<file path="src/rtl/ptrt_pkg.sv">
// package for the prefix traffic rate table: types, constants, status codes
package ptrt_pkg;

    localparam int ENTRIES   = 32;
    localparam int IDX_W     = $clog2(ENTRIES);
    localparam int CNT_W     = $clog2(ENTRIES + 1);
    localparam int RATE_W    = 40;
    localparam int DIV_W     = 64;
    localparam int DIV_STEPS = 64;
    localparam int STEP_W    = $clog2(DIV_STEPS + 1);

    localparam logic [31:0]     Q8_SCALE = 32'd250000;
    localparam logic [RATE_W-1:0] RATE_MAX = {RATE_W{1'b1}};

    localparam logic [1:0] OP_ADD  = 2'd0;
    localparam logic [1:0] OP_DEL  = 2'd1;
    localparam logic [1:0] OP_READ = 2'd2;
    localparam logic [1:0] OP_RECALC = 2'd3;

    localparam logic [2:0] ST_MATCH  = 3'd0;
    localparam logic [2:0] ST_INSERT = 3'd1;
    localparam logic [2:0] ST_NOMATCH = 3'd2;
    localparam logic [2:0] ST_FULL   = 3'd3;
    localparam logic [2:0] ST_RECALC = 3'd4;

    typedef struct packed {
        logic [1:0]  op;
        logic [31:0] dest_ip;
        logic [31:0] ip_mask;
        logic [15:0] byte_count;
        logic [31:0] now_us;
    } req_t;

    typedef struct packed {
        logic [2:0]        status;
        logic [RATE_W-1:0] rate_q8;
        logic [5:0]        entry_count;
    } rsp_t;

    // one table entry
    typedef struct packed {
        logic [31:0]       addr;
        logic [31:0]       mask;
        logic [31:0]       total;
        logic [31:0]       total_prev;
        logic [31:0]       stamp;
        logic [RATE_W-1:0] rate;
    } entry_t;

    // row-wide command from the controller to every cell
    typedef struct packed {
        logic shift_down;  // cells at or above the hit index take the upper neighbor
        logic add_bytes;   // first matching cell adds bytes
        logic insert;      // cell at the entry count loads a new entry
        logic rotate;      // each cell takes upper neighbor; top and last used cell take feedback
    } cell_cmd_t;

endpackage

</file>
<file path="src/rtl/ptrt_rate_div.sv">
// bit-serial rate divider: (db * 250000) / dt, saturated to 40 bits
module ptrt_rate_div (
    input  logic                        aclk,
    input  logic                        aresetn,
    input  logic                        start,
    input  logic [31:0]                 db,
    input  logic [31:0]                 dt,
    output logic                        done,
    output logic [ptrt_pkg::RATE_W-1:0] rate
);
    import ptrt_pkg::*;

    logic [DIV_W-1:0]  num_reg;
    logic [DIV_W-1:0]  num_next;
    logic [32:0]       rem_reg;
    logic [32:0]       rem_next;
    logic [31:0]       den_reg;
    logic [STEP_W-1:0] cnt_reg;
    logic [STEP_W-1:0] cnt_next;
    logic              busy_reg;
    logic              busy_next;
    logic              zero_reg;
    logic [32:0]       trial;
    logic [32:0]       diff;

    always_comb begin
        trial     = {rem_reg[31:0], num_reg[DIV_W-1]};
        diff      = trial - {1'b0, den_reg};
        num_next  = num_reg;
        rem_next  = rem_reg;
        cnt_next  = cnt_reg;
        busy_next = busy_reg;
        if (start) begin
            busy_next = 1'b1;
            cnt_next  = STEP_W'(DIV_STEPS);
            rem_next  = '0;
            num_next  = 64'(db) * 64'(Q8_SCALE);
        end else if (busy_reg) begin
            if (!diff[32]) begin
                rem_next = diff;
                num_next = {num_reg[DIV_W-2:0], 1'b1};
            end else begin
                rem_next = trial;
                num_next = {num_reg[DIV_W-2:0], 1'b0};
            end
            cnt_next = cnt_reg - 1'b1;
            if (cnt_reg == STEP_W'(1)) begin
                busy_next = 1'b0;
            end
        end
    end

    always_ff @(posedge aclk) begin
        if (!aresetn) begin
            busy_reg <= 1'b0;
            cnt_reg  <= '0;
        end else begin
            busy_reg <= busy_next;
            cnt_reg  <= cnt_next;
        end
        num_reg <= num_next;
        rem_reg <= rem_next;
        if (start) begin
            den_reg  <= dt;
            zero_reg <= (dt == 32'd0);
        end
    end

    assign done = busy_reg && (cnt_reg == STEP_W'(1)) && !start;
    always_comb begin
        if (zero_reg || (|num_next[DIV_W-1:RATE_W])) begin
            rate = RATE_MAX;
        end else begin
            rate = num_next[RATE_W-1:0];
        end
    end
endmodule

</file>
<file path="config.mk">
export PLATFORM = sky130hd
export DESIGN_NAME = ptrt_rate_div
export DESIGN_NICKNAME = d
export VERILOG_FILES = /design/src/rtl/ptrt_pkg.sv /design/src/rtl/ptrt_rate_div.sv
export SDC_FILE = /design/constraint.sdc
export NUM_CORES = 1
export LEC_CHECK = 0
export BUFFER_PORTS_ARGS = -buffer_cell sky130_fd_sc_hd__buf_2
export CAP_MARGIN = 20
export CORE_AREA = 2 2 201 124
export CTS_BUF_LIST = sky130_fd_sc_hd__clkbuf_4
export CTS_CLUSTER_DIAMETER = 120
export CTS_CLUSTER_SIZE = 40
export DETAILED_ROUTE_END_ITERATION = 7
export DIE_AREA = 0 0 203 126
export PLACE_DENSITY = 0.84
export SYNTH_ARGS = -nofsm -noshare
export SYNTH_HDL_FRONTEND = slang
export SYNTH_SLANG_ARGS = --single-unit
</file>
<file path="constraint.sdc">
create_clock -name aclk -period 14.74 [get_ports aclk]
set_clock_uncertainty 0.15 [all_clocks]
set_input_delay 0 -clock aclk [delete_from_list [all_inputs] [get_ports aclk]]
set_output_delay 0 -clock aclk [all_outputs]
set_load 0.02 [all_outputs]
</file>
==> results.sh <==
export IMPL_grt_max_degree=94
export IMPL_grt_pass1_wl_mm=63.6
export IMPL_area_growth_pct=9.71
export IMPL_largest_reg_flops=64
export IMPL_cp_start_kind="input pin"
export IMPL_setup_viol=0
export IMPL_ant_nets=0
export IMPL_synthCells=1671
export IMPL_yosysMostFrequentCell="inv_1"
export IMPL_clock_latency_ns=0.54
export IMPL_synth_commonest_cells="inv_1, ha_1, fa_1, dfxtp_1, nor2_1"
export IMPL_worstPathArrival_ns=7.53
export IMPL_grt_total_usage_pct=31.3
export IMPL_synth_edff_count=33
export IMPL_hp_start="dt[4]"
export IMPL_drv_slew=0
export IMPL_slew_limit_headroom_pct=20.2
export IMPL_initial_core_util_pct=64.2
export IMPL_reg2reg_depth=13
export IMPL_hold_depth=2
export IMPL_top_layer_used="met4"
export IMPL_synth_seq_cells=137
export IMPL_cpLargestDelayFamily="adder cells"
export IMPL_hold_end="den_reg[4]$_DFFE_PP_"
export IMPL_r2r_start="num_reg[63]$_DFF_P_"
export IMPL_drt_first_pass_iters=5
export IMPL_gr_total_overflow=0
export IMPL_post_route_period_util_pct=52.1
export IMPL_cp_end_kind="output pin"
export IMPL_cts_hold_buf=54
export IMPL_dieArea_sq_mm=0.0256
export IMPL_wire_per_inst_um=18.4
export IMPL_critPathKind="in2out"
export IMPL_rows=44
export IMPL_postCtsSetupBuffers=0
export IMPL_cts_made_buffers=17
export IMPL_dpl_worst_slack_ns=7.44
export IMPL_vias=12700
export IMPL_routabilityCongestion=0.998
export IMPL_syn_area_sq_mm=0.0152
export IMPL_crit_path_frequent_cell="fa_1"
export IMPL_setup_ws_ns=7.06
export IMPL_cp_slowest_cell="a311oi_1"
export IMPL_ys_seq_area_share_pct=20.2
export IMPL_die_height_um=126
export IMPL_worstReg2RegEnd="rem_reg[29]$_SDFFE_PP0P_"
export IMPL_synth_area_leader_cell="fa_1"
export IMPL_route_detailed_drc=0
export IMPL_syn_num_nets=2061
export IMPL_rsz0062_at_grt="no"
export IMPL_cp_max_fo=34
export IMPL_ff2ff_setup_slack_ns=10.40
export IMPL_worstSetupPathDepth=25
export IMPL_ys_warn_count=0
export IMPL_finalWirelength_mm=39.2
export IMPL_ys_flop_type="dfxtp_1"
export IMPL_syn_area_per_cell_sq_um=9.12
export IMPL_min_period_ns=7.68
export IMPL_yosys_area_top_type_share_pct=17.9
export IMPL_cts_htree_levels=4
export IMPL_ys_types=84
export IMPL_fmax_mhz=130
export IMPL_path_clk_slew_ns=0.13
export IMPL_finalHoldViolCount=0
export IMPL_dieWidth_um=203
export IMPL_path_buf_inv=8
export IMPL_cp_slowest_stage_delay_ns=0.64
export IMPL_clk_root_buffer_cell="clkbuf_4"
export IMPL_wl_met2_mm=16.5
export IMPL_cts_sinks=137
export IMPL_synthTopCellsByArea="fa_1, ha_1, dfxtp_1"
export IMPL_hold_path_class="in2reg"
export IMPL_fin_setup_tns_ns=0
export IMPL_dpl_hpwl_mm=30.6
export IMPL_critPathRequiredTime_ns=14.59
export IMPL_grt_antenna_before_repair=1
export IMPL_cts_tree="built"
export IMPL_drt_iter0_drc=1177
export IMPL_boundaryPins=108
export IMPL_wl_met3_mm=3.23
export IMPL_port_buffers=107
export IMPL_max_cap_viol_count=0
export IMPL_grt_pass1_vias=12400
export IMPL_finalNetCount=2182
export IMPL_cts_buffer_depth=2
export IMPL_cts_resized=0
export IMPL_async_flop_share_pct=0
export IMPL_tightest_slew_ns=1.19
export IMPL_m1WireLength_mm=18.4
export IMPL_viasPerCell=5.97
export IMPL_drive_gt1_share_pct=10.1
export IMPL_status="finished, final reports clean"
export IMPL_core_sq_mm=0.0237
## placed cells by master (no fill, tap or decap), drive strengths merged, types with 11 or more instances in the layout
cell	n
nor2b	14
o21ai	88
inv	269
buf	112
a21o	38
nand2	93
xor2	22
nand4	18
dlygate4sd3	57
nor4	11
nand2b	11
xnor2	47
dfxtp	104
and3	14
mux2i	76
a211oi	45
ha	187
nor2	104
o21a	15
a21oi	79
clkbuf	17
nand3	13
fa	136
or3	42
edfxtp	33
o21bai	12
a31oi	15
## per-layer routing
metal | up-vias | GRT usage (%)
met3 | 87 | 7.22
met4 | 0 | 9.06
met1 | 6073 | 45.6
met5 | - | 0
met2 | 516 | 46.8
li1 | 6018 | -
## cell type report
class / count / area (sq um)
Sequential cell: 137 / 3080
Inverter: 262 / 983
Multi-Input combinational cell: 1205 / 10800
Timing Repair Buffer: 169 / 1170
Clock inverter: 15 / 161
Fill cell: 1825 / 7010
Antenna cell: 1 / 2.50
Clock buffer: 17 / 128
Tap cell: 322 / 403
## stage by stage
| stage | hold slack [ns] | utilization [%] | cells | cell area, sq um |
|---|---|---|---|---|
| 4_1_cts | 0.00167 | 70.2 | 2123 | 16700 |
| 3_3_place_gp | 0.0412 | 66.7 | 2037 | 15800 |
| 5_1_grt | 0.00365 | 70.5 | 2128 | 16700 |
| 2_1_floorplan | -0.0659 | - | 1671 | 15200 |
| 3_5_place_dp | 0.0455 | 66.7 | 2037 | 15800 |
| 6_report | 0.0406 | 70.5 | 2128 | 16700 |
## worst register-to-register path, delay by kind of cell, from the launching register on
| kind | cells | cell delay, ns |
|---|---|---|
| compound gates | 7 | 2.15 |
| xor+xnor | 1 | 0.18 |
| fa+ha+maj | 2 | 0.62 |
| buf+inv | 2 | 0.57 |
| flops | 1 | 0.39 |
| simple gates | 1 | 0.19 |
## worst max-delay path by stage
stage | startpoint | to | slack [ns]
after global routing | db[3] | rate[34] | 6.80
after global placement | db[11] | rate[34] | 7.69
after CTS | db[5] | rate[34] | 6.88
after detailed placement | db[5] | rate[34] | 7.44
final | db[5] | rate[34] | 7.06
after floorplan | db[4] | rate[10] | 8.64
## logic make-up after synthesis
family          count (synthesis)  synth area share (%)
buf+inv                       329                  9.07
compound gates                365                  16.0
mux                            83                  5.51
xor+xnor                       69                  3.96
fa+ha+maj                     323                  33.2
simple gates                  365                  12.0
flops                         137                  20.2
Power is left out: the tool's default activity adds up to more than one toggle a clock period on the data nets, which glitch-free logic cannot reach.
