<file path="src/rtl/ptrt_pkg.sv">
// package for the prefix traffic rate table: types, constants, status codes
package ptrt_pkg;

    localparam int ENTRIES   = 32;
    localparam int IDX_W     = $clog2(ENTRIES);
    localparam int CNT_W     = $clog2(ENTRIES + 1);
    localparam int RATE_W    = 40;
    localparam int DIV_W     = 64;
    localparam int DIV_STEPS = 64;
    localparam int STEP_W    = $clog2(DIV_STEPS + 1);

    localparam logic [31:0]     Q8_SCALE = 32'd250000;
    localparam logic [RATE_W-1:0] RATE_MAX = {RATE_W{1'b1}};

    localparam logic [1:0] OP_ADD  = 2'd0;
    localparam logic [1:0] OP_DEL  = 2'd1;
    localparam logic [1:0] OP_READ = 2'd2;
    localparam logic [1:0] OP_RECALC = 2'd3;

    localparam logic [2:0] ST_MATCH  = 3'd0;
    localparam logic [2:0] ST_INSERT = 3'd1;
    localparam logic [2:0] ST_NOMATCH = 3'd2;
    localparam logic [2:0] ST_FULL   = 3'd3;
    localparam logic [2:0] ST_RECALC = 3'd4;

    typedef struct packed {
        logic [1:0]  op;
        logic [31:0] dest_ip;
        logic [31:0] ip_mask;
        logic [15:0] byte_count;
        logic [31:0] now_us;
    } req_t;

    typedef struct packed {
        logic [2:0]        status;
        logic [RATE_W-1:0] rate_q8;
        logic [5:0]        entry_count;
    } rsp_t;

    // one table entry
    typedef struct packed {
        logic [31:0]       addr;
        logic [31:0]       mask;
        logic [31:0]       total;
        logic [31:0]       total_prev;
        logic [31:0]       stamp;
        logic [RATE_W-1:0] rate;
    } entry_t;

    // row-wide command from the controller to every cell
    typedef struct packed {
        logic shift_down;  // cells at or above the hit index take the upper neighbor
        logic add_bytes;   // first matching cell adds bytes
        logic insert;      // cell at the entry count loads a new entry
        logic rotate;      // each cell takes upper neighbor; top and last used cell take feedback
    } cell_cmd_t;

endpackage

</file>
<file path="src/rtl/ptrt_cell.sv">
// one table slot: entry storage, prefix compare, byte add, load, shift and rotate
module ptrt_cell (
    input  logic                aclk,
    input  ptrt_pkg::cell_cmd_t cmd,
    input  logic                shift_en,
    input  logic                add_en,
    input  logic                load_en,
    input  ptrt_pkg::entry_t    upper,
    input  ptrt_pkg::entry_t    load_data,
    input  logic [31:0]         key,
    input  logic [15:0]         add_val,
    output ptrt_pkg::entry_t    cur,
    output logic                hit
);
    import ptrt_pkg::*;

    entry_t ent_reg;
    entry_t ent_next;

    always_comb begin
        ent_next = ent_reg;
        if (cmd.rotate || shift_en) begin
            ent_next = upper;
        end else if (load_en) begin
            ent_next = load_data;
        end else if (add_en) begin
            ent_next.total = ent_reg.total + {16'd0, add_val};
        end
    end

    always_ff @(posedge aclk) begin
        ent_reg <= ent_next;
    end

    assign cur = ent_reg;
    assign hit = ((ent_reg.addr & ent_reg.mask) == key);
endmodule

</file>
<file path="config.mk">
export PLATFORM = sky130hd
export DESIGN_NAME = ptrt_cell
export DESIGN_NICKNAME = d
export VERILOG_FILES = /design/src/rtl/ptrt_pkg.sv /design/src/rtl/ptrt_cell.sv
export SDC_FILE = /design/constraint.sdc
export NUM_CORES = 1
export LEC_CHECK = 0
export BUFFER_PORTS_ARGS = -buffer_cell sky130_fd_sc_hd__buf_2
export CAP_MARGIN = 10
export CELL_PAD_IN_SITES_DETAIL_PLACEMENT = 1
export CELL_PAD_IN_SITES_GLOBAL_PLACEMENT = 2
export CORE_AREA = 5 5 252 254
export DETAILED_ROUTE_END_ITERATION = 16
export DIE_AREA = 0 0 257 259
export PLACE_DENSITY = 0.62
export SLEW_MARGIN = 20
export SYNTH_ARGS = -nofsm -noshare
export SYNTH_HDL_FRONTEND = slang
export SYNTH_SLANG_ARGS = --single-unit
</file>
<file path="constraint.sdc">
create_clock -name aclk -period 9.1 [get_ports aclk]
set_input_delay 0.455 -clock aclk [delete_from_list [all_inputs] [get_ports aclk]]
set_output_delay 0.455 -clock aclk [all_outputs]
set_load 0.02 [all_outputs]
</file>
==> results of run 1 <==
[worst max-delay path, cell delays in order (launching register included)]
cell	delay [ns]
edfxtp_1	0.39
ha_1	0.22
fa_1	0.41
a21o_1	0.23
a221oi_2	0.40
o21ai_2	0.17
a221o_2	0.54
nand3_2	0.15
mux2i_1	0.20
a21oi_1	0.09
[stage by stage]
stage                     total power [mW]  cell area (µm²)
after global placement                1.84            14500
final                                 2.59            15000
after detailed placement              1.85            14500
after global routing                  2.74            15000
after CTS                             2.65            15000
after floorplan                       1.54            10300
[cells in the mapped netlist (2+ instances only)]
cell type / instances / area share
xor2_1: 13 / 0.011
nand2_1: 569 / 0.21
o21ai_1: 2 / 0.00097
buf_1: 4 / 0.0015
nor2_1: 20 / 0.0073
nor2b_1: 4 / 0.0024
and3_1: 14 / 0.0085
clkbuf_1: 50 / 0.018
ha_1: 16 / 0.019
or2_2: 3 / 0.0018
a211oi_1: 2 / 0.0015
nor3b_1: 2 / 0.0015
or3_1: 2 / 0.0012
a221o_2: 2 / 0.0022
a21oi_1: 37 / 0.018
nor3_1: 10 / 0.0049
o21ai_0: 25 / 0.012
edfxtp_1: 200 / 0.58
o21a_1: 3 / 0.0022
a21o_1: 4 / 0.0029
inv_1: 2 / 0.00073
o211a_1: 2 / 0.0019
xnor2_1: 38 / 0.032
nor4_1: 10 / 0.0061
o22ai_1: 5 / 0.0030
nand4_1: 9 / 0.0055
and2_1: 5 / 0.0030
mux2i_1: 12 / 0.012
nand2b_1: 3 / 0.0018
nand3_1: 22 / 0.011
[final cells by class]
| class | instances | area [µm²] |
|---|---|---|
| Clock inverter | 11 | 115 |
| Tap cell | 790 | 988 |
| Inverter | 2 | 15.0 |
| Fill cell | 7369 | 46000 |
| Clock buffer | 18 | 429 |
| Timing Repair Buffer | 663 | 3340 |
| Sequential cell | 200 | 6010 |
| Multi-Input combinational cell | 849 | 4100 |
| Antenna cell | 8 | 20.0 |
[cell usage in the layout, fill, tap and decap left out, drive strengths merged, types with 4 or more instances in the layout]
cell	count
diode	8
buf	663
a21o	4
nor3	10
xor2	13
xnor2	38
o21ai	28
mux2i	12
o22ai	5
clkbuf	18
ha	16
nor2	20
and2	5
edfxtp	200
nand2	569
and3	14
nor4	10
nor2b	4
nand4	9
a21oi	38
nand3	23
inv	9
[metal layers]
metal	up-vias	wire, µm
met3	59	4750
met2	437	24100
li1	4989	-
met1	4733	19000
met4	14	1110
met5	-	102
[cells by family (layout without fill, tap and decap cells)]
| kind of cell | after synthesis | count (layout) | synth area share |
|---|---|---|---|
| adders and majority gates | 17 | 17 | 0.0214 |
| AOI/OAI and AO/OA | 92 | 92 | 0.0553 |
| buffers and inverters | 56 | 694 | 0.0204 |
| and+or+nand+nor | 677 | 677 | 0.265 |
| DFF | 200 | 200 | 0.583 |
| other | 0 | 8 | 0 |
| muxes | 12 | 12 | 0.0117 |
| xor gates and xnor gates | 51 | 51 | 0.0433 |
[power groups by stage]
stage	Combinational, mW	Sequential, mW	Clock [mW]
2_1_floorplan	0.215	1.33	0
3_3_place_gp	0.642	1.20	0
3_5_place_dp	0.648	1.21	0
4_1_cts	0.650	1.19	0.816
5_1_grt	0.695	1.20	0.846
6_report	0.634	1.18	0.773
[worst paths after layout]
path / depth (start not counted) / from / slack (ns) / end
worst max-delay path: 9 / cur[104] / 6.04 / cur[134]
worst min-delay path: 3 / load_data[50] / 0.22 / cur[50]
worst max register to register: 9 / cur[104] / 6.04 / cur[134]
worst min register to register: 2 / cur[129] / 0.70 / cur[129]
==> results.sh, run 1 <==
export IMPL_dp_cells=2504
export IMPL_fp_dieArea_um2=66600
export IMPL_internal_power_mw=1.75
export IMPL_status="finished, final reports clean"
export IMPL_setup_tns_ns=0
export IMPL_cap_violations=0
export IMPL_grt_overflow_total=0
export IMPL_power_share_switching=0.326
export IMPL_yosysUniqueCellTypes=45
export IMPL_seqPwrFrac=0.457
export IMPL_dr_pass1_iters=4
export IMPL_use_met2=0.243
export IMPL_gp_congestion=0.843
export IMPL_place_ws_ns=5.87
export IMPL_fin_crit_ns=3.06
export IMPL_cts_hold_buffers=0
export IMPL_via_count=10200
export IMPL_grt_pass1_vias=11000
export IMPL_largest_register_ffs=200
export IMPL_std_cell_rows=91
export IMPL_seq_area_frac_synth=0.583
export IMPL_drive_above_1_share=0.404
export IMPL_ant_nets=0
export IMPL_dp_hpwl_um=39200
export IMPL_async_reset_ff_frac=0
export IMPL_leakagePower_nw=7.39
export IMPL_drv_slew=0
export IMPL_cp_start_kind="flip-flop"
export IMPL_clock_latency_ns=0.48
export IMPL_grt_max_degree=85
export IMPL_hold_ws_ns=0.221
export IMPL_drtIter0Drc=436
export IMPL_fmax_mhz=327
export IMPL_cp_data_required_time_ns=9.33
export IMPL_drc=0
export IMPL_crit_fanout=7
export IMPL_use_met1=0.153
export IMPL_rsz0062_at_grt="false"
export IMPL_grt_pass1_wl_um=70200
export IMPL_power_frac_comb=0.245
export IMPL_core_um2=61000
export IMPL_wl_um=49100
export IMPL_hold_class="in2reg"
export IMPL_synth_edf_count=200
export IMPL_synth_seq_cells=200
export IMPL_ir_worst_vdd_mv=0.142
export IMPL_synth_nets=1578
export IMPL_cts_setup_buffers=0
export IMPL_setup_viol=0
export IMPL_viasPerCell=4.03
export IMPL_synth_main_ff_cell="edfxtp_1"
export IMPL_critPathArrivalTime_ns=3.29
export IMPL_grt_usage=0.141
export IMPL_syn_inst=1105
export IMPL_clk_path_buf_depth=2
export IMPL_cts_htree_levels=4
export IMPL_pin_count=657
export IMPL_clockPowerShare=0.298
export IMPL_fp_dieH_um=259
export IMPL_fin_cells=2541
export IMPL_syn_area_per_cell_um2=9.33
export IMPL_fp_dieW_um=257
export IMPL_fin_nets=2206
export IMPL_antenna_found_initial=16
export IMPL_fin_util=0.246
export IMPL_cts_buffers=17
export IMPL_worstSetupEndpointType="flip-flop"
export IMPL_cts_resized=0
export IMPL_cts_root_buf="clkbuf_16"
export IMPL_p_per_area_nw_per_um2=172
export IMPL_clk_transition_reported_paths_ns=0.08
export IMPL_critPathKind="reg2reg"
export IMPL_initial_core_util=0.169
export IMPL_top_usage_layer="met2"
export IMPL_setup_slack_ns=6.04
export IMPL_maxSlewHeadroom=0.354
export IMPL_grt_use_met3=0.0648
export IMPL_yosys_warnings=0
export IMPL_synth_area_um2=10300
export IMPL_cts_num_sinks=200
export IMPL_portBuffers=653
export IMPL_fin_crit_sh=0.336
export IMPL_switching_power_mw=0.844
export IMPL_tightest_slew_ns=0.969
export IMPL_cts_tree="built"
export IMPL_syn2layout_area_growth_pct=45.7
export IMPL_final_setup_skew_ns=0.00728
export IMPL_hold_violations=0
export IMPL_routedWlPerCell_um=19.3
No activity file was read; power rests on OpenSTA's default activity.
==> run 2: changes to the inputs <==
--- a/config.mk
+++ b/config.mk
@@ -9,10 +9,10 @@
 export CAP_MARGIN = 10
 export CELL_PAD_IN_SITES_DETAIL_PLACEMENT = 1
 export CELL_PAD_IN_SITES_GLOBAL_PLACEMENT = 2
-export CORE_AREA = 5 5 252 254
+export CORE_AREA = 5 5 256 258
 export DETAILED_ROUTE_END_ITERATION = 16
-export DIE_AREA = 0 0 257 259
-export PLACE_DENSITY = 0.62
+export DIE_AREA = 0 0 261 263
+export PLACE_DENSITY = 0.63
 export SLEW_MARGIN = 20
 export SYNTH_ARGS = -nofsm -noshare
 export SYNTH_HDL_FRONTEND = slang
==> constraint.sdc (replaced) <==
create_clock -name aclk -period 2.7 [get_ports aclk]
set_input_delay 0.135 -clock aclk [delete_from_list [all_inputs] [get_ports aclk]]
set_output_delay 0.135 -clock aclk [all_outputs]
set_load 0.02 [all_outputs]
==> run 2 against run 1 <==
Net effect:
- the run now ends with negative setup slack left
- highest routed layer unchanged
- routed wire length increased by 17%
- clock-buffer cell count decreased by 1
- sequential cell count unchanged
- die area increased by 3.1%
- register-to-register slack got worse by 6.1 ns
- cell count increased by 18%
- critical path type unchanged
==> results.sh, run 2 (synthesis gave the netlist of run 1 again) <==
export IMPL_p_total_mw=9.53
export IMPL_cap_violations=0
export IMPL_antenna_found_initial=21
export IMPL_viasPerCell=4.04
export IMPL_grt_overflow_total=0
export IMPL_fp_dieH_um=263
export IMPL_syn2layout_area_growth_pct=85.4
export IMPL_grt_pass1_wl_um=81800
export IMPL_worst_path_dominant_cell_family="compound AO/OA/AOI/OAI gates"
export IMPL_clk_transition_reported_paths_ns=0.08
export IMPL_clk_path_buf_depth=2
export IMPL_dp_hpwl_um=43200
export IMPL_std_cell_rows=92
export IMPL_via_count=12100
export IMPL_grt_pass1_vias=13300
export IMPL_fin_nets=2590
export IMPL_largest_register_ffs=200
export IMPL_cts_root_buf="clkbuf_16"
export IMPL_status="finished, violations left"
export IMPL_setup_slack_ns=-0.0688
export IMPL_initial_core_util=0.164
export IMPL_tightest_slew_ns=0.913
export IMPL_violations="negative setup slack"
export IMPL_pin_count=657
export IMPL_fin_crit_sh=1.03
export IMPL_routedWlPerCell_um=19.2
export IMPL_critPathKind="reg2reg"
export IMPL_hold_violations=0
export IMPL_drv_slew=0
export IMPL_p_per_area_nw_per_um2=499
export IMPL_hold_ws_ns=0.0351
export IMPL_setup_tns_ns=-0.316
export IMPL_gp_congestion=0.818
export IMPL_rsz0062_at_grt="true"
export IMPL_place_ws_ns=-0.0855
export IMPL_cts_buffers=17
export IMPL_cpPeakStageDelay_ns=0.51
export IMPL_maxSlewHeadroom=0.391
export IMPL_ant_nets=0
export IMPL_postPlaceCellArea_um2=14700
export IMPL_clock_latency_ns=0.49
export IMPL_cp_data_required_time_ns=2.92
export IMPL_drc=0
export IMPL_slowest_stage="a221o_2"
export IMPL_worstSetupEndpointType="flip-flop"
export IMPL_layout_common_cells="653 x buf_2, 569 x nand2_1, 372 x dlygate4sd3_1, 200 x edfxtp_1, 38 x xnor2_1"
export IMPL_leakagePower_nw=9.12
export IMPL_multi_input_area_um2=4160
export IMPL_path_buf_inv=0
export IMPL_final_setup_skew_ns=0.0150
export IMPL_fill_cells=7514
export IMPL_hold_class="in2reg"
export IMPL_crit_fanout=7
export IMPL_fin_crit_ns=2.77
export IMPL_cp_start_kind="flip-flop"
export IMPL_ir_worst_vdd_mv=0.483
export IMPL_drtIter0Drc=412
export IMPL_fp_dieArea_um2=68600
export IMPL_design_area_um2=19100
export IMPL_fmax_mhz=361
export IMPL_crit_chain="ha_4 > fa_2 > a21o_1 > a221oi_4 > o21ai_2 > a221o_2 > nand4_1 > xor2_1 > o22ai_1"
export IMPL_final_common_cell="buf_2"
export IMPL_cts_htree_levels=4
export IMPL_dr_pass1_iters=5
export IMPL_cts_tree="built"
export IMPL_regArea_um2=6010
export IMPL_core_um2=62700
export IMPL_critPathArrivalTime_ns=2.99
export IMPL_drive_above_1_share=0.341
export IMPL_portBuffers=653
export IMPL_fp_dieW_um=261
export IMPL_setup_viol=8
export IMPL_grt_max_degree=131
export IMPL_cts_num_sinks=200
export IMPL_grt_usage=0.159
export IMPL_wl_um=57500
## run 2: timing repair
action                                 4_1_cts  5_1_grt
pin swaps                                    2        6
gates resized for setup                      1        9
endpoints found under the hold margin      194        0
buffers inserted                             3        2
setup endpoints to repair                    9       19
hold buffers                               372        0
## run 2: area by class of cell
cell class	count	share of cell area
multi-input combinational	849	0.218
antenna	14	0.00183
tap	846	0.0554
sequential	200	0.314
timing repair buffer	1047	0.378
inverter	2	0.000785
clock buffer	17	0.0223
clock inverter	15	0.00949
## run 2: path summary, 6_finish.rpt
path	start	endpoint	slack, ns	cells past startpoint
setup / recovery	cur[104]	cur[132]	-0.07	9
hold reg to reg	cur[129]	cur[129]	0.76	2
setup reg to reg	cur[104]	cur[132]	-0.07	9
hold / removal	upper[174]	cur[174]	0.04	3
## run 2: worst reg2reg max path, stage by stage, from the launching register on
cell	delay, ns
edfxtp_1	0.44
ha_4	0.19
fa_2	0.34
a21o_1	0.23
a221oi_4	0.30
o21ai_2	0.11
a221o_2	0.51
nand4_1	0.14
xor2_1	0.16
o22ai_1	0.08
## run 2: through the flow
step	utilization	cells
finish	0.305	2990
global route	0.305	2987
CTS	0.303	2974
detailed placement	0.234	2567
global placement	0.234	2567
floorplan	-	1105
## run 2: metal layers
layer | vias up | share of wire | global-route usage
li1 | 5768 | - | -
met5 | - | 0.00042 | 0
met2 | 489 | 0.51 | 0.289
met3 | 82 | 0.081 | 0.0519
met4 | 4 | 0.037 | 0.0736
met1 | 5726 | 0.37 | 0.165
## run 2: power breakdown
group | total (mW) | internal, mW | leakage (nW) | switching, mW
Sequential | 4.00 | 3.81 | 2.11 | 0.189
Clock | 2.74 | 1.33 | 0.295 | 1.42
Combinational | 2.79 | 1.28 | 6.71 | 1.51
==> run 3: changes to the inputs <==
--- a/config.mk
+++ b/config.mk
@@ -13,6 +13,7 @@
 export DETAILED_ROUTE_END_ITERATION = 16
 export DIE_AREA = 0 0 261 263
 export PLACE_DENSITY = 0.63
+export SKIP_CTS_REPAIR_TIMING = 1
 export SLEW_MARGIN = 20
 export SYNTH_ARGS = -nofsm -noshare
 export SYNTH_HDL_FRONTEND = slang
==> run 3 against run 2 <==
Net effect:
- hold slack worse by 0.046 ns
- utilization is 0.29 points lower
- the run ends with negative hold slack, negative setup slack left
- routed wire length is 0.15% lower
- non-clock buffer count is 17 lower
- sequential power hardly changed
- register-to-register slack hardly changed
- critical path depth stayed put
- first-iteration DRC count is 12% higher
- cell count is 0.60% lower
- worst setup slack better by 0.0034 ns
==> results.sh, run 3 (synthesis gave the netlist of run 1 again) <==
export IMPL_met2_length_um=30100
export IMPL_reg2regPathDepth=9
export IMPL_violations="negative hold slack, negative setup slack"
export IMPL_fin_nets=2573
export IMPL_ir_worst_vdd_mv=0.488
export IMPL_grt_usage=0.148
export IMPL_viasPerCell=4.02
export IMPL_dr_pass1_iters=4
export IMPL_hold_class="in2reg"
export IMPL_maxSlewHeadroom=0.390
export IMPL_dr_wl_met3_um=4600
export IMPL_worstHoldStart="upper[165]"
export IMPL_clk_path_buf_depth=2
export IMPL_hold_end="cur[165]"
export IMPL_status="finished, violations left"
export IMPL_critPathKind="reg2reg"
export IMPL_cts_htree_levels=4
export IMPL_drive_above_1_share=0.342
export IMPL_clk_transition_reported_paths_ns=0.08
export IMPL_cp_data_required_time_ns=2.94
export IMPL_fin_crit_sh=1.02
export IMPL_leakagePower_nw=9.04
export IMPL_grt_pass1_wl_um=74900
export IMPL_highest_layer="met5"
export IMPL_final_common_cell="buf_2"
export IMPL_fp_dieArea_um2=68600
export IMPL_final_setup_skew_ns=0.0146
export IMPL_cts_buffers=17
export IMPL_drv_slew=0
export IMPL_cp_start_kind="flip-flop"
export IMPL_fmax_mhz=362
export IMPL_ant_nets=0
export IMPL_cts_num_sinks=200
export IMPL_critPathArrivalTime_ns=3.01
export IMPL_dp_hpwl_um=43200
export IMPL_pin_count=657
export IMPL_hold_ws_ns=-0.0104
export IMPL_fp_dieH_um=263
export IMPL_grt_max_degree=131
export IMPL_syn2layout_area_growth_pct=83.7
export IMPL_cap_violations=0
export IMPL_layout_common_cells="653 x buf_2, 569 x nand2_1, 358 x dlygate4sd3_1, 200 x edfxtp_1, 38 x xnor2_1"
export IMPL_fin_crit_ns=2.77
export IMPL_rsz0062_at_grt="true"
export IMPL_p_per_area_nw_per_um2=502
export IMPL_r2r_start="cur[104]"
export IMPL_fp_dieW_um=261
export IMPL_cts_tree="built"
export IMPL_holdPathStages=3
export IMPL_initial_core_util=0.164
export IMPL_setup_viol=8
export IMPL_setup_slack_ns=-0.0654
export IMPL_r2r_end="cur[134]"
export IMPL_drc=0
export IMPL_gp_congestion=0.818
export IMPL_drtIter0Drc=460
export IMPL_grt_overflow_total=0
export IMPL_antenna_found_initial=18
export IMPL_crit_fanout=7
export IMPL_grt_pass1_vias=11300
export IMPL_std_cell_rows=92
export IMPL_largest_register_ffs=200
export IMPL_drt_met1_wl_um=21400
export IMPL_cts_root_buf="clkbuf_16"
export IMPL_hold_violations=1
export IMPL_wl_um=57400
export IMPL_core_um2=62700
export IMPL_via_count=11900
export IMPL_tightest_slew_ns=0.916
export IMPL_worstSetupEndpointType="flip-flop"
export IMPL_portBuffers=653
export IMPL_routedWlPerCell_um=19.3
export IMPL_fin_util=0.302
export IMPL_clock_latency_ns=0.49
export IMPL_r2r_slack_ns=-0.07
## run 3: cell count changes in the layout (fill, tap and decap cells not counted), sizes merged
cell         previous run  this run
diode                  14        13
buf                   675       672
dlygate4sd3           372       358
## run 3: worst max-delay path by stage
stage,start,to,slack [ns],depth (start not counted)
3_3_place_gp,cur[104],cur[120],-0.03,9
5_1_grt,cur[104],cur[120],-0.20,9
4_1_cts,cur[104],cur[134],-0.10,9
2_1_floorplan,cur[104],cur[132],-0.01,9
6_report,cur[104],cur[134],-0.07,9
3_5_place_dp,cur[104],cur[134],-0.09,9
## run 3: metrics by stage
stage,instances,power (mW),cell area [µm²],setup WS [ns],setup TNS [ns]
final,2972,9.51,18900,-0.0654,-0.324
after CTS,2599,9.12,15300,-0.101,-0.658
after detailed placement,2567,6.30,14700,-0.0855,-0.488
after global placement,2567,6.26,14700,-0.0286,-0.0865
after floorplan,1105,5.19,10300,-0.0104,-0.0104
after global routing,2964,10.0,18900,-0.199,-1.35
## run 3: cell type report
type                       count  area, µm²
clock inverter                15        181
clock buffer                  17        425
tap                          846       1060
sequential                   200       6010
fill                        7486      43800
timing repair buffer        1030       7070
antenna                       13       32.5
inverter                       2       15.0
multi-input combinational    849       4150
## run 3: layer usage
layer  up-vias  global-route usage
li1       5730                   -
met1      5676               0.156
met2       455               0.273
met3        76              0.0568
met4         6              0.0435
met5         -                   0
## run 3: critical path, stage by stage (launching register included)
cell	delay [ns]
edfxtp_1	0.42
ha_2	0.23
fa_2	0.34
a21o_1	0.21
a221oi_4	0.33
o21ai_2	0.10
a221o_2	0.48
nand3_2	0.14
mux2i_1	0.18
a21oi_1	0.08
## run 3: power by group
group          leakage [nW]  internal, mW  total, mW  switching, mW
Clock                 0.295          1.33       2.76           1.43
Sequential             2.11          3.81       4.00          0.187
Combinational          6.64          1.26       2.75           1.49
Total                  9.04          6.40       9.51           3.11
